===== config.mk =====
export PLATFORM = sky130hd
export DESIGN_NAME = textured_pixel_shade_blend
export DESIGN_NICKNAME = d
export VERILOG_FILES = /design/src/rtl/tpsb_pkg.sv /design/src/rtl/tpsb_front.sv /design/src/rtl/tpsb_queue.sv /design/src/rtl/tpsb_back.sv /design/src/rtl/textured_pixel_shade_blend.sv
export SDC_FILE = /design/constraint.sdc
export NUM_CORES = 1
export LEC_CHECK = 0
export BUFFER_PORTS_ARGS = -buffer_cell sky130_fd_sc_hd__buf_2
export CORE_AREA = 8 8 166 168
export CTS_BUF_LIST = sky130_fd_sc_hd__clkbuf_8 sky130_fd_sc_hd__clkbuf_16
export CTS_CLUSTER_SIZE = 40
export DETAILED_ROUTE_END_ITERATION = 7
export DIE_AREA = 0 0 174 176
export PLACE_DENSITY = 0.8
export SLEW_MARGIN = 5
export SYNTH_ARGS = -nofsm -noshare
export SYNTH_HDL_FRONTEND = slang
export SYNTH_SLANG_ARGS = --single-unit

===== constraint.sdc =====
create_clock -name clk -period 8.5 [get_ports clk]
set_input_delay 0.425 -clock clk [delete_from_list [all_inputs] [get_ports clk]]
set_output_delay 0.425 -clock clk [all_outputs]
set_load 0.01 [all_outputs]

===== src/rtl/tpsb_pkg.sv =====
package tpsb_pkg;

    localparam int CfgIndexW = 3;
    localparam int CfgDataW  = 2;

    localparam logic [CfgIndexW-1:0] CFG_TEXTURED       = 3'd0;
    localparam logic [CfgIndexW-1:0] CFG_RAW_TEXTURE    = 3'd1;
    localparam logic [CfgIndexW-1:0] CFG_SEMI_ENABLE    = 3'd2;
    localparam logic [CfgIndexW-1:0] CFG_SEMI_MODE      = 3'd3;
    localparam logic [CfgIndexW-1:0] CFG_DITHER_REQUEST = 3'd4;
    localparam logic [CfgIndexW-1:0] CFG_GOURAUD_SHADED = 3'd5;

    localparam logic [1:0] BLEND_AVERAGE = 2'd0;
    localparam logic [1:0] BLEND_ADD     = 2'd1;
    localparam logic [1:0] BLEND_SUB     = 2'd2;
    localparam logic [1:0] BLEND_QUARTER = 2'd3;

    // 4x4 ordered dither offsets, entry {y, x} in nibble y*4+x, two's complement
    localparam logic [63:0] DITHER_TABLE = 64'hE2F3_0C1D_F3E2_1D0C;

    localparam logic [4:0] CHAN_MAX = 5'd31;
    localparam logic [7:0] BYTE_MAX = 8'd255;

    typedef enum logic [1:0] {
        KIND_TRANSPARENT,
        KIND_RAW,
        KIND_SHADE
    } kind_t;

    typedef struct packed {
        kind_t      kind;
        logic       textured;
        logic       raw;
        logic       dither;
        logic       blend;
        logic [1:0] semi_mode;
        logic       stp;
    } ctrl_t;

    typedef struct packed {
        ctrl_t              ctrl;
        logic signed [3:0]  offset;
        logic [15:0]        texel;
        logic [7:0]         red;
        logic [7:0]         green;
        logic [7:0]         blue;
        logic [14:0]        background;
    } item_t;

endpackage


===== src/rtl/tpsb_front.sv =====
module tpsb_front
(
    input  logic                           clk,
    input  logic                           rst_n,
    input  logic                           cfg_valid,
    output logic                           cfg_ready,
    input  logic [tpsb_pkg::CfgIndexW-1:0] cfg_index,
    input  logic [tpsb_pkg::CfgDataW-1:0]  cfg_data,
    input  logic                           in_valid,
    output logic                           in_stall,
    input  logic [1:0]                     pixel_x_low,
    input  logic [1:0]                     pixel_y_low,
    input  logic [15:0]                    texel,
    input  logic [7:0]                     color_red,
    input  logic [7:0]                     color_green,
    input  logic [7:0]                     color_blue,
    input  logic [15:0]                    background_pixel,
    input  logic                           queue_full,
    output logic                           push,
    output tpsb_pkg::item_t                item
);

    logic       textured_reg;
    logic       raw_texture_reg;
    logic       semi_enable_reg;
    logic [1:0] semi_mode_reg;
    logic       dither_request_reg;
    logic       gouraud_shaded_reg;
    logic [3:0] dither_index;

    assign cfg_ready = 1'b1;

    always_ff @(posedge clk or negedge rst_n)
    begin
        if (!rst_n)
        begin
            textured_reg       <= 1'b0;
            raw_texture_reg    <= 1'b0;
            semi_enable_reg    <= 1'b0;
            semi_mode_reg      <= 2'd0;
            dither_request_reg <= 1'b0;
            gouraud_shaded_reg <= 1'b0;
        end
        else if (cfg_valid && cfg_ready)
        begin
            case (cfg_index)
                tpsb_pkg::CFG_TEXTURED:       textured_reg       <= cfg_data[0];
                tpsb_pkg::CFG_RAW_TEXTURE:    raw_texture_reg    <= cfg_data[0];
                tpsb_pkg::CFG_SEMI_ENABLE:    semi_enable_reg    <= cfg_data[0];
                tpsb_pkg::CFG_SEMI_MODE:      semi_mode_reg      <= cfg_data[1:0];
                tpsb_pkg::CFG_DITHER_REQUEST: dither_request_reg <= cfg_data[0];
                tpsb_pkg::CFG_GOURAUD_SHADED: gouraud_shaded_reg <= cfg_data[0];
                default:                      ;
            endcase
        end
    end

    assign in_stall     = queue_full;
    assign push         = in_valid && !queue_full;
    assign dither_index = {pixel_y_low, pixel_x_low};

    always_comb
    begin
        item.offset     = $signed(tpsb_pkg::DITHER_TABLE[{dither_index, 2'b00} +: 4]);
        item.texel      = texel;
        item.red        = color_red;
        item.green      = color_green;
        item.blue       = color_blue;
        item.background = background_pixel[14:0];

        item.ctrl.textured  = textured_reg;
        item.ctrl.raw       = raw_texture_reg;
        item.ctrl.semi_mode = semi_mode_reg;
        item.ctrl.stp       = textured_reg && texel[15];
        if (textured_reg)
        begin
            item.ctrl.dither = dither_request_reg && !raw_texture_reg;
            item.ctrl.blend  = semi_enable_reg && texel[15];
        end
        else
        begin
            item.ctrl.dither = dither_request_reg && gouraud_shaded_reg;
            item.ctrl.blend  = semi_enable_reg;
        end

        if (textured_reg && (texel == 16'd0))
            item.ctrl.kind = tpsb_pkg::KIND_TRANSPARENT;
        else if (textured_reg && raw_texture_reg && !semi_enable_reg)
            item.ctrl.kind = tpsb_pkg::KIND_RAW;
        else
            item.ctrl.kind = tpsb_pkg::KIND_SHADE;
    end

endmodule


===== src/rtl/tpsb_queue.sv =====
module tpsb_queue
#(
    parameter int Depth = 2
)
(
    input  logic            clk,
    input  logic            rst_n,
    input  logic            push,
    input  tpsb_pkg::item_t push_item,
    input  logic            pop,
    output tpsb_pkg::item_t pop_item,
    output logic            full,
    output logic            empty
);

    localparam int PtrW   = $clog2(Depth);
    localparam int CountW = $clog2(Depth + 1);
    localparam logic [PtrW-1:0]   LastPtr  = PtrW'(Depth - 1);
    localparam logic [CountW-1:0] FullCount = CountW'(Depth);

    tpsb_pkg::item_t   entry_reg [Depth];
    logic [PtrW-1:0]   wr_ptr_reg;
    logic [PtrW-1:0]   wr_ptr_next;
    logic [PtrW-1:0]   rd_ptr_reg;
    logic [PtrW-1:0]   rd_ptr_next;
    logic [CountW-1:0] count_reg;
    logic [CountW-1:0] count_next;

    assign full     = (count_reg == FullCount);
    assign empty    = (count_reg == '0);
    assign pop_item = entry_reg[rd_ptr_reg];

    always_comb
    begin
        wr_ptr_next = wr_ptr_reg;
        rd_ptr_next = rd_ptr_reg;
        count_next  = count_reg;
        if (push)
            wr_ptr_next = (wr_ptr_reg == LastPtr) ? '0 : wr_ptr_reg + 1'b1;
        if (pop)
            rd_ptr_next = (rd_ptr_reg == LastPtr) ? '0 : rd_ptr_reg + 1'b1;
        if (push && !pop)
            count_next = count_reg + 1'b1;
        else if (pop && !push)
            count_next = count_reg - 1'b1;
    end

    always_ff @(posedge clk or negedge rst_n)
    begin
        if (!rst_n)
        begin
            wr_ptr_reg <= '0;
            rd_ptr_reg <= '0;
            count_reg  <= '0;
        end
        else
        begin
            wr_ptr_reg <= wr_ptr_next;
            rd_ptr_reg <= rd_ptr_next;
            count_reg  <= count_next;
        end
    end

    always_ff @(posedge clk)
    begin
        if (push)
            entry_reg[wr_ptr_reg] <= push_item;
    end

    assert property (@(posedge clk) disable iff (!rst_n) count_reg <= FullCount)
        else $error("queue count beyond depth");
    assert property (@(posedge clk) disable iff (!rst_n) !(push && full))
        else $error("push into full queue");
    assert property (@(posedge clk) disable iff (!rst_n) !(pop && empty))
        else $error("pop from empty queue");
    assert property (@(posedge clk) disable iff (!rst_n)
        (push && !pop) |=> (count_reg == $past(count_reg) + 1'b1))
        else $error("queue count missed a push");

endmodule


===== src/rtl/tpsb_back.sv =====
module tpsb_back
(
    input  logic            clk,
    input  logic            rst_n,
    input  logic            empty,
    input  tpsb_pkg::item_t item,
    output logic            pop,
    output logic            out_valid,
    input  logic            out_stall,
    output logic            write_enable,
    output logic [15:0]     pixel_value
);

    logic        out_valid_reg;
    logic        write_enable_reg;
    logic        write_enable_next;
    logic [15:0] pixel_value_reg;
    logic [15:0] pixel_value_next;
    logic [4:0]  fg_red;
    logic [4:0]  fg_green;
    logic [4:0]  fg_blue;
    logic [14:0] fg_pixel;
    logic [14:0] blended;

    function automatic logic [4:0] shade_channel(
        input logic [4:0]        t5,
        input logic [7:0]        c8,
        input logic signed [3:0] d,
        input tpsb_pkg::ctrl_t   c
    );
        logic [12:0]       prod;
        logic [5:0]        mod5_wide;
        logic [4:0]        mod5;
        logic [8:0]        mod8_wide;
        logic [7:0]        base8;
        logic signed [9:0] dsum;
        logic [7:0]        dclamp;
        logic [4:0]        result;
        prod      = 13'(t5) * 13'(c8);
        mod5_wide = prod[12:7];
        mod5      = (mod5_wide > 6'(tpsb_pkg::CHAN_MAX)) ? tpsb_pkg::CHAN_MAX : mod5_wide[4:0];
        mod8_wide = prod[12:4];
        base8     = mod8_wide[8] ? tpsb_pkg::BYTE_MAX : mod8_wide[7:0];
        if (!c.textured)
            base8 = c8;
        dsum = $signed({2'b00, base8}) + 10'(d);
        if (dsum < 0)
            dclamp = 8'd0;
        else if (dsum > $signed(10'(tpsb_pkg::BYTE_MAX)))
            dclamp = tpsb_pkg::BYTE_MAX;
        else
            dclamp = dsum[7:0];
        if (c.textured && c.raw)
            result = t5;
        else if (c.dither)
            result = dclamp[7:3];
        else if (c.textured)
            result = mod5;
        else
            result = c8[7:3];
        return result;
    endfunction

    function automatic logic [4:0] blend_channel(
        input logic [4:0] b5,
        input logic [4:0] f5,
        input logic [1:0] mode
    );
        logic [5:0]        avg;
        logic signed [6:0] s;
        logic [4:0]        result;
        avg = {1'b0, b5} + {1'b0, f5};
        case (mode)
            tpsb_pkg::BLEND_AVERAGE: s = $signed({2'b00, avg[5:1]});
            tpsb_pkg::BLEND_ADD:     s = $signed({2'b00, b5}) + $signed({2'b00, f5});
            tpsb_pkg::BLEND_SUB:     s = $signed({2'b00, b5}) - $signed({2'b00, f5});
            tpsb_pkg::BLEND_QUARTER: s = $signed({2'b00, b5}) + $signed({4'b0000, f5[4:2]});
            default:                 s = '0;
        endcase
        if (s < 0)
            result = 5'd0;
        else if (s > $signed(7'(tpsb_pkg::CHAN_MAX)))
            result = tpsb_pkg::CHAN_MAX;
        else
            result = s[4:0];
        return result;
    endfunction

    assign pop = !empty && (!out_valid_reg || !out_stall);

    always_comb
    begin
        fg_red   = shade_channel(item.texel[4:0], item.red, item.offset, item.ctrl);
        fg_green = shade_channel(item.texel[9:5], item.green, item.offset, item.ctrl);
        fg_blue  = shade_channel(item.texel[14:10], item.blue, item.offset, item.ctrl);
        fg_pixel = {fg_blue, fg_green, fg_red};
        blended  = {blend_channel(item.background[14:10], fg_blue, item.ctrl.semi_mode),
                    blend_channel(item.background[9:5], fg_green, item.ctrl.semi_mode),
                    blend_channel(item.background[4:0], fg_red, item.ctrl.semi_mode)};
        case (item.ctrl.kind)
            tpsb_pkg::KIND_TRANSPARENT:
            begin
                write_enable_next = 1'b0;
                pixel_value_next  = 16'd0;
            end
            tpsb_pkg::KIND_RAW:
            begin
                write_enable_next = 1'b1;
                pixel_value_next  = item.texel;
            end
            tpsb_pkg::KIND_SHADE:
            begin
                write_enable_next = 1'b1;
                pixel_value_next  = {item.ctrl.stp, item.ctrl.blend ? blended : fg_pixel};
            end
            default:
            begin
                write_enable_next = 1'b0;
                pixel_value_next  = 16'd0;
            end
        endcase
    end

    always_ff @(posedge clk or negedge rst_n)
    begin
        if (!rst_n)
            out_valid_reg <= 1'b0;
        else if (pop)
            out_valid_reg <= 1'b1;
        else if (!out_stall)
            out_valid_reg <= 1'b0;
    end

    always_ff @(posedge clk)
    begin
        if (pop)
        begin
            write_enable_reg <= write_enable_next;
            pixel_value_reg  <= pixel_value_next;
        end
    end

    assign out_valid    = out_valid_reg;
    assign write_enable = write_enable_reg;
    assign pixel_value  = pixel_value_reg;

    assert property (@(posedge clk) disable iff (!rst_n) pop |=> out_valid_reg)
        else $error("loaded beat not presented");
    assert property (@(posedge clk) disable iff (!rst_n)
        (out_valid_reg && out_stall) |-> !pop)
        else $error("output overwritten while stalled");
    assert property (@(posedge clk) disable iff (!rst_n)
        (pop && (item.ctrl.kind == tpsb_pkg::KIND_TRANSPARENT)) |=> !write_enable_reg)
        else $error("transparent texel written");

endmodule


===== src/rtl/textured_pixel_shade_blend.sv =====
// Channel   Handshake                Payload
// cfg       cfg_valid / cfg_ready    cfg_index, cfg_data
// in        in_valid / in_stall      pixel_x_low, pixel_y_low, texel, color_*, background_pixel
// out       out_valid / out_stall    write_enable, pixel_value
//
// One pixel per cycle sustained while out_stall stays low; a pixel is written into the queue at
// its input beat and then popped into the output register once that register is free.
// The shading and blend datapath sits between queue and output register.
// Reset clears the mode registers to zero and empties the queue.
// in_stall rises only when the queue is full; cfg_ready is always high.
module textured_pixel_shade_blend
#(
    parameter int QUEUE_DEPTH = 2
)
(
    input  logic                           clk,
    input  logic                           rst_n,
    input  logic                           cfg_valid,
    output logic                           cfg_ready,
    input  logic [tpsb_pkg::CfgIndexW-1:0] cfg_index,
    input  logic [tpsb_pkg::CfgDataW-1:0]  cfg_data,
    input  logic                           in_valid,
    output logic                           in_stall,
    input  logic [1:0]                     pixel_x_low,
    input  logic [1:0]                     pixel_y_low,
    input  logic [15:0]                    texel,
    input  logic [7:0]                     color_red,
    input  logic [7:0]                     color_green,
    input  logic [7:0]                     color_blue,
    input  logic [15:0]                    background_pixel,
    output logic                           out_valid,
    input  logic                           out_stall,
    output logic                           write_enable,
    output logic [15:0]                    pixel_value
);

    logic            queue_full;
    logic            queue_empty;
    logic            push;
    logic            pop;
    tpsb_pkg::item_t front_item;
    tpsb_pkg::item_t back_item;

    tpsb_front u_front
    (
        .clk              (clk),
        .rst_n            (rst_n),
        .cfg_valid        (cfg_valid),
        .cfg_ready        (cfg_ready),
        .cfg_index        (cfg_index),
        .cfg_data         (cfg_data),
        .in_valid         (in_valid),
        .in_stall         (in_stall),
        .pixel_x_low      (pixel_x_low),
        .pixel_y_low      (pixel_y_low),
        .texel            (texel),
        .color_red        (color_red),
        .color_green      (color_green),
        .color_blue       (color_blue),
        .background_pixel (background_pixel),
        .queue_full       (queue_full),
        .push             (push),
        .item             (front_item)
    );

    tpsb_queue #(.Depth(QUEUE_DEPTH)) u_queue
    (
        .clk       (clk),
        .rst_n     (rst_n),
        .push      (push),
        .push_item (front_item),
        .pop       (pop),
        .pop_item  (back_item),
        .full      (queue_full),
        .empty     (queue_empty)
    );

    tpsb_back u_back
    (
        .clk          (clk),
        .rst_n        (rst_n),
        .empty        (queue_empty),
        .item         (back_item),
        .pop          (pop),
        .out_valid    (out_valid),
        .out_stall    (out_stall),
        .write_enable (write_enable),
        .pixel_value  (pixel_value)
    );

endmodule


==> qor.yml, run 1 <==
routing:
  ant_nets: 0
  drcViolationCount: 0
  first_pass_iters: 7
  drt_iter0_drc: 1079
  dr_total_vias: 12450
  wl_per_cell_um: 21.26
  via_per_inst: 6.121
  totalWireLength_mm: 43.24
placed_design:
  hpwl_mm: 29.77
  io_buffers: 87
  gp_congestion: 0.9443
  dpl_cell_area_mm2: 0.01664
sta:
  worst_slack_ps: -415.6
  slew_viol_final: 0
  min_period_over_period_pct: 104.9
  hold_violations: 0
  setup_violations: 14
  fin_skew_ps: 9.545
  period_needed_ps: 8916
  whs_ps: 172.9
  max-slew-margin-rel_pct: 28.81
  rsz0062_at_grt: "yes"
  fin_setup_tns_ps: -3050
  worst_pin_slew_ps: 1038
  fmax_mhz: 112.2
logic_synthesis:
  synth_nets: 1613
  synth_area_leader_cell: "edfxtp_1"
  synthTopCellsByArea: "edfxtp_1 (33%), ha_1 (12%), fa_1 (9.0%)"
  yosysMostFrequentCell: "edfxtp_1"
  ys_types: 84
  synth_seq_cells: 163
  syn_inst: 1351
  synth_edf_count: 151
  avgSynthCellArea_um2: 10.32
  synthTopCellsByCount: "edfxtp_1 (151), nor2_1 (135), ha_1 (129)"
  netlist.area_leader.share_pct: 32.51
  netlist_area_mm2: 0.01395
  synthArstFlopShare_pct: 7.362
  ys_seq_area_share_pct: 34.66
  synth-main-ff-cell: "edfxtp_1"
  yosysWarnings: 0
clocking:
  cts_made_buffers: 17
  clock_latency_ps: 440
  htree_levels: 4
  clkSinkCount: 163
  clkTransAtPathRegs_ps: 70
  cts_root_buffer: "clkbuf_16"
  clockBufferDepth: 2
  tritoncts: "done"
setup_path:
  slowest_delay_ps: 550
  worstSetupStartpointType: "flop"
  criticalPathCategory: "reg2reg"
  setup.worst_path.end: "u_back.pixel_value[13]"
  reg2reg_to: "u_back.pixel_value[13]"
  rrSetupSlack_ps: -420
  cp_slowest_cell: "fa_1"
  cp-end-kind: "flop"
  timing.rr.start: "u_queue.rd_ptr_reg"
  cp.arrival_ps: 9180
  cp_data_required_time_ps: 8760
  critPathLaunch: "u_queue.rd_ptr_reg"
  r2r_cells: 35
  cp_max_fo: 9
die:
  die_w_um: 174
  die_height_um: 176
  fp.dieArea_mm2: 0.03062
  std_cell_rows: 58
  start_util_pct: 56.20
  core_area_mm2: 0.02482
  ios: 90
finish:
  fin_area_mm2: 0.01852
  nets: 1953
  antenna_cells: 0
  nFillCells: 1559
  largest_reg_flops: 134
  layout-drive-gt1-share_pct: 38.03
  area_delta_synth_final_pct: 32.81
global_route:
  grt_pass1_vias: 12570
  grt_pass1_wl_mm: 64.27
  antenna_found_initial: 1
  grt_start_max_net_pins: 68
  grt-ovfl-total: 0
  grtUsageTotal_pct: 26.15
status:
  outcome: "finished with violations"
  violations: "setup timing"
min_path:
  hold_path.class: "in2reg"
job:
  cap_violations: 0
logic make-up (layout without fill, tap and decap cells):
| group | after synthesis | count (layout) | synth area share [%] |
|---|---|---|---|
| flops | 163 | 163 | 34.66 |
| other cells | 1 | 1 | 0.02689 |
| buf+inv | 164 | 517 | 4.781 |
| xor+xnor | 60 | 60 | 3.768 |
| mux | 100 | 100 | 7.742 |
| simple gates | 341 | 341 | 11.44 |
| fa+ha+maj | 192 | 192 | 20.62 |
| compound gates | 330 | 330 | 16.96 |
placed cells by master (no fill, tap or decap), types with 13 or more instances in the layout:
master	instances
mux2i_1	36
edfxtp_1	151
nor2_1	113
a21oi_1	50
fa_1	57
inv_1	121
o21ai_1	13
a21oi_2	27
nand2_1	81
a21o_1	23
nand3_1	16
clkbuf_16	17
mux2i_4	16
nor3_1	15
o21a_1	20
ha_4	19
xor2_1	22
or2_2	16
xnor2_1	36
nor2_2	15
buf_4	252
o21ai_0	36
o211ai_1	17
ha_1	102
mux2_2	40
nand2b_1	19
buf_2	87
per-stage QoR:
| stage | utilization, % | worst slack, ps | std cells |
|---|---|---|---|
| floorplan | - | -36.81 | 1351 |
| global placement | 67.04 | -198.6 | 1958 |
| detailed placement | 67.04 | -386.4 | 1958 |
| CTS | 70.76 | -195.8 | 2001 |
| global route | 74.63 | -651.0 | 2034 |
| finish | 74.63 | -415.6 | 2034 |
critical path: cells and delay by family (launching register included):
kind	cells	cell delay (ps)
simple gates	3	600
mux	1	180
buf+inv	10	1400
flops	1	510
fa+ha+maj	6	2400
compound gates	15	3630
what timing repair did:
item | CTS | global route
setup endpoints to repair | 15 | 15
hold endpoints to repair | 12 | 0
cloned | 1 | 0
hold buffers | 1 | 0
resized for setup | 48 | 152
pin swaps | 26 | 112
buffers inserted | 9 | 33
per-layer routing:
layer  track usage [%]  up-vias  routed length, um
met4             14.29        2               2306
met2             44.25      630              21180
met5                 0        -                 13
li1                  -     5575                  -
met3             4.700      185               3001
met1             31.42     6058              16740
how the worst min path moves through the flow:
stage               cells after the start                      end                start
global route                            1  u_queue.entry_reg[1][1]  background_pixel[1]
finish                                  1  u_queue.entry_reg[1][0]  background_pixel[0]
CTS                                     1  u_queue.entry_reg[0][1]  background_pixel[1]
global placement                        1     u_queue.count_reg[0]                rst_n
detailed placement                      1     u_queue.count_reg[1]                rst_n
floorplan                               0         u_back.out_valid                rst_n
area by class of cell:
type	count	area [um2]	area share [%]
clock buffers	17	425.4	2.297
multi-input cells	1024	9608	51.87
repair buffers	358	2605	14.06
inverters	127	476.7	2.574
clock inverters	15	156.4	0.8444
well taps	330	412.9	2.229
flip-flops and latches	163	4838	26.12
Power of run 1 is left out: the tool's default activity adds up to more than one toggle a clock period on the data nets, which glitch-free logic cannot reach.
==> run 2: changes to the inputs <==
Settings changed: CORE_AREA 8 8 166 168 to 8 8 156 158, DIE_AREA 0 0 174 176 to 0 0 164 166, HOLD_SLACK_MARGIN set to 0.1, PLACE_DENSITY 0.8 to 0.89, SYNTH_HIERARCHICAL set to 1.
Clock period 8.5 ns to 11.4 ns, I/O delays scaled along.
==> run 2 against run 1 <==
- the run now ends clean
- sequential cell count is 2 higher
- hold slack gained 140 ps
- final cell count down 16%
- highest routed layer is now met4
==> qor.yml, run 2 <==
status:
  outcome: "completed"
clocking:
  hold_buffers: 1
  post_cts_buffers: 0
  clockBufferDepth: 2
  cts_made_buffers: 17
  cts_root_buffer: "clkbuf_16"
  clkSinkCount: 165
  tritoncts: "done"
  htree_levels: 4
  clock_latency_ps: 450
  clkTransAtPathRegs_ps: 80
  post_cts_resized: 0
logic_synthesis:
  syn_inst: 1420
  synth_area_leader_cell: "edfxtp_1"
  avgSynthCellArea_um2: 10.27
  yosysWarnings: 6
  synthArstFlopShare_pct: 7.273
  synthTopCellsByCount: "edfxtp_1 (153), ha_1 (132), inv_1 (121)"
  yosysMostFrequentCell: "edfxtp_1"
  synthTopCellsByArea: "edfxtp_1 (31%), ha_1 (11%), fa_1 (8.6%)"
  synth_seq_cells: 165
  synth-main-ff-cell: "edfxtp_1"
  ys_types: 92
  netlist.area_leader.share_pct: 31.49
  synth_edf_count: 153
  netlist_area_mm2: 0.01459
  ys_seq_area_share_pct: 33.55
  synth_nets: 1685
finish:
  mostFrequentLayoutCells: "edfxtp_1 (153), ha_1 (132), inv_1 (121), nand2_1 (104), buf_2 (87)"
  multiInputGateArea_mm2: 0.008527
  layout-drive-gt1-share_pct: 16.48
  nets: 1684
  largest_reg_flops: 136
  final_common_cell: "edfxtp_1"
  nFillCells: 1577
  regArea_mm2: 0.004896
  antenna_cells: 0
  area_delta_synth_final_pct: 5.215
routing:
  ant_nets: 0
  via_per_inst: 6.300
  first_pass_iters: 7
  drt_iter0_drc: 1005
  totalWireLength_mm: 33.75
  wl_per_cell_um: 19.65
  drcViolationCount: 0
  dr_total_vias: 10820
setup_path:
  cp.arrival_ps: 10270
  timing.rr.start: "u_queue/rd_ptr_reg"
  r2r_cells: 32
  cp_data_required_time_ps: 11580
  worstSetupStartpointType: "flop"
  cpMostUsedCell: "fa_1"
  cp_max_fo: 31
  critPathLaunch: "u_queue/rd_ptr_reg"
  cp-end-kind: "flop"
  criticalPathCategory: "reg2reg"
  cp_slowest_cell: "dfrtp_2"
  slowest_delay_ps: 910
die:
  die_w_um: 164
  start_util_pct: 66.04
  fp.dieArea_mm2: 0.02722
  core_area_mm2: 0.02209
  std_cell_rows: 55
  die_height_um: 166
  ios: 90
sta:
  slew_viol_final: 0
  worst_pin_slew_ps: 950.9
  fin_skew_ps: 12.58
  fmax_mhz: 99.11
  max-slew-margin-rel_pct: 36.61
  setup_violations: 0
  min_period_over_period_pct: 88.51
  fin_setup_tns_ps: 0
  hold_violations: 0
  rsz0062_at_grt: "no"
  period_needed_ps: 10090
global_route:
  grt_pass1_wl_mm: 54.44
  grtUsageTotal_pct: 24.96
  grt_pass1_vias: 11220
  antenna_found_initial: 0
  grt_start_max_net_pins: 69
  grt-ovfl-total: 0
min_path:
  hold_depth: 1
  worstHoldStart: "background_pixel[5]"
  hold_path.class: "in2reg"
job:
  cap_violations: 0
placed_design:
  io_buffers: 87
  gp_congestion: 0.9453
  hpwl_mm: 24.65
==> run 2: worst paths after layout <==
| kind | slack [ps] | end |
|---|---|---|
| hold / removal | 310 | u_queue/entry_reg[0][5] |
| setup / recovery | 1310 | u_back/pixel_value[6] |
| hold reg to reg | 510 | u_front/dither_request_reg |
| max in group asynchronous | 10650 | u_queue/rd_ptr_reg |
| setup reg to reg | 1310 | u_back/pixel_value[6] |
| min in group asynchronous | 520 | u_queue/count_reg[1] |
==> run 2: per-layer routing <==
layer	wire length (um)	share of wire, %	global-route usage [%]
met4	1168	3.5	10.76
met2	16750	50	43.10
met5	0	0	0
met3	2355	7.0	4.586
met1	13470	40	29.79
==> run 2: cell families after synthesis <==
logic type      share of synthesized area, %
fa+ha+maj                              19.97
other cells                          0.02571
xor+xnor                               3.482
simple gates                           12.81
compound gates                         14.39
flops                                  33.55
buf+inv                                8.080
mux                                    7.685
==> run 2: area by class of cell <==
| class | count | area share, % |
|---|---|---|
| multi-input cells | 1016 | 55.56 |
| flip-flops and latches | 165 | 31.90 |
| repair buffers | 95 | 3.244 |
| inverters | 124 | 3.033 |
| clock buffers | 17 | 2.772 |
| well taps | 285 | 2.323 |
| clock inverters | 15 | 1.174 |
==> run 2: through the flow <==
step / instances / setup slack (ps) / cell area [um2] / util (%) / hold WS (ps)
after global routing: 1717 / 981.4 / 15350 / 69.48 / 288.5
after detailed placement: 1684 / 1566 / 14730 / 66.70 / 459.1
after CTS: 1717 / 1445 / 15350 / 69.48 / 288.6
after global placement: 1684 / 1795 / 14730 / 66.70 / 459.6
after floorplan: 1420 / 2740 / 14590 / - / 274.4
final: 1717 / 1310 / 15350 / 69.48 / 308.1
==> run 2: worst max-delay path, delay by kind of cell, from the launching register on <==
| family | cells | cell delay, ps |
|---|---|---|
| muxes | 2 | 820 |
| and+or+nand+nor | 2 | 730 |
| DFF | 1 | 910 |
| buffers and inverters | 2 | 110 |
| adders and majority gates | 7 | 2780 |
| AOI/OAI and AO/OA | 19 | 4450 |
Power of run 2 is left out for the same reason.
==> run 3: changes to the inputs <==
Settings changed: CORE_AREA 8 8 156 158 to 8 8 180 182, DIE_AREA 0 0 164 166 to 0 0 188 190, PLACE_DENSITY 0.89 to 0.69.
==> run 3 against run 2 <==
- global-route usage down 6.4 points
- via count down 3.5%
- fmax up 0.89%
- setup slack better by 89 ps
- critical path depth up 1
- wire length down 1.8%
- count of clock-buffer cells in the layout unchanged
- final area up 0.88%
- sequential share of layout area down 0.28 points
- first-iteration DRC count down 25%
- register-to-register slack better by 90 ps
==> qor.yml, run 3 (synthesis results as in run 2) <==
status:
  outcome: "completed"
finish:
  final_common_cell: "edfxtp_1"
  area_delta_synth_final_pct: 6.141
  largest_reg_flops: 136
  nFillCells: 2577
  nets: 1683
  antenna_cells: 0
  mostFrequentLayoutCells: "edfxtp_1 (153), ha_1 (132), inv_1 (121), nand2_1 (104), buf_2 (87)"
  finalCoreUtilization_pct: 52.66
  layout-drive-gt1-share_pct: 16.35
clocking:
  clockBufferDepth: 2
  clock_latency_ps: 450
  cts_made_buffers: 17
  clkSinkCount: 165
  cts_root_buffer: "clkbuf_16"
  post_cts_resized: 0
  tritoncts: "done"
  clkTransAtPathRegs_ps: 70
  post_cts_buffers: 0
  hold_buffers: 1
  htree_levels: 4
sta:
  rsz0062_at_grt: "no"
  fin_skew_ps: 13.13
  min_period_over_period_pct: 87.72
  setup_violations: 0
  fin_setup_tns_ps: 0
  slew_viol_final: 0
  fmax_mhz: 100.0
  hold_violations: 0
  max-slew-margin-rel_pct: 34.86
  period_needed_ps: 10000
  worst_pin_slew_ps: 977.2
routing:
  wl_per_cell_um: 18.19
  totalWireLength_mm: 33.13
  via_per_inst: 5.733
  drt_iter0_drc: 755
  dr_total_vias: 10440
  drcViolationCount: 0
  first_pass_iters: 6
  ant_nets: 0
setup_path:
  cp_max_fo: 31
  cp-end-kind: "flop"
  slowest_delay_ps: 890
  criticalPathCategory: "reg2reg"
  cp.arrival_ps: 10250
  cp_data_required_time_ps: 11650
  worstSetupStartpointType: "flop"
  cpMostUsedCell: "fa_1"
  cp_slowest_cell: "dfrtp_2"
job:
  cap_violations: 0
die:
  std_cell_rows: 63
  ios: 90
  core_area_mm2: 0.02940
  die_height_um: 190
  fp.dieArea_mm2: 0.03572
  start_util_pct: 49.61
  die_w_um: 188
placed_design:
  gp_congestion: 0.9022
  io_buffers: 87
  hpwl_mm: 25.05
min_path:
  hold_path.class: "in2reg"
global_route:
  grtUsageTotal_pct: 18.56
  grt_pass1_vias: 10690
  grt_start_max_net_pins: 69
  grt_pass1_wl_mm: 53.74
  grt-ovfl-total: 0
  antenna_found_initial: 0
## run 3: changes by cell type in the layout (fill, tap and decap cells not counted), moves of 2 or more
cell	before	now
inv_6	2	7
inv_8	5	2
clkinv_8	3	0
clkinv_4	2	0
bufinv_16	0	3
inv_12	2	0
## run 3: path summary, 6_finish.rpt
check | start | end | slack, ps | cells after the start
max | u_queue/rd_ptr_reg | u_back/pixel_value[9] | 1400 | 33
min | color_red[0] | u_queue/entry_reg[0][31] | 310 | 1
max reg2reg | u_queue/rd_ptr_reg | u_back/pixel_value[9] | 1400 | 33
min reg2reg | u_queue/count_reg[1] | u_queue/count_reg[1] | 500 | 1
max in group asynchronous | rst_n | u_queue/rd_ptr_reg | 10610 | 2
min in group asynchronous | rst_n | u_front/semi_mode_reg[1] | 530 | 2
## run 3: final cells by class
cell class | instances | area (um2) | share of cell area, %
clock buffers | 17 | 425.4 | 2.747
clock inverters | 15 | 190.2 | 1.228
inverters | 124 | 465.4 | 3.006
multi-input cells | 1016 | 8528 | 55.08
flip-flops and latches | 165 | 4896 | 31.62
well taps | 390 | 488.0 | 3.152
repair buffers | 94 | 490.5 | 3.168
## run 3: critical path: cells and delay by family (launching register included)
kind	cells	cell delay, ps
compound gates	14	3350
simple gates	5	1080
fa+ha+maj	8	3140
flops	1	890
xor+xnor	1	160
buf+inv	3	150
mux	2	1020
## run 3: metal layers
metal  GRT usage [%]  routed length (um)
met4           6.485                 674
met3           3.405                1484
met2           31.73               16260
met5               0                   0
met1           23.33               14710
## run 3: per-stage QoR
| step | setup slack, ps | hold WS (ps) | area (um2) | cells |
|---|---|---|---|---|
| finish | 1400 | 309.9 | 15480 | 1821 |
| global route | 887.9 | 296.6 | 15480 | 1821 |
| floorplan | 2740 | 274.4 | 14590 | 1420 |
| CTS | 1418 | 288.5 | 15480 | 1821 |
| detailed placement | 1461 | 468.0 | 14860 | 1788 |
| global placement | 1637 | 464.6 | 14860 | 1788 |
Power of run 3 is left out for the same reason.
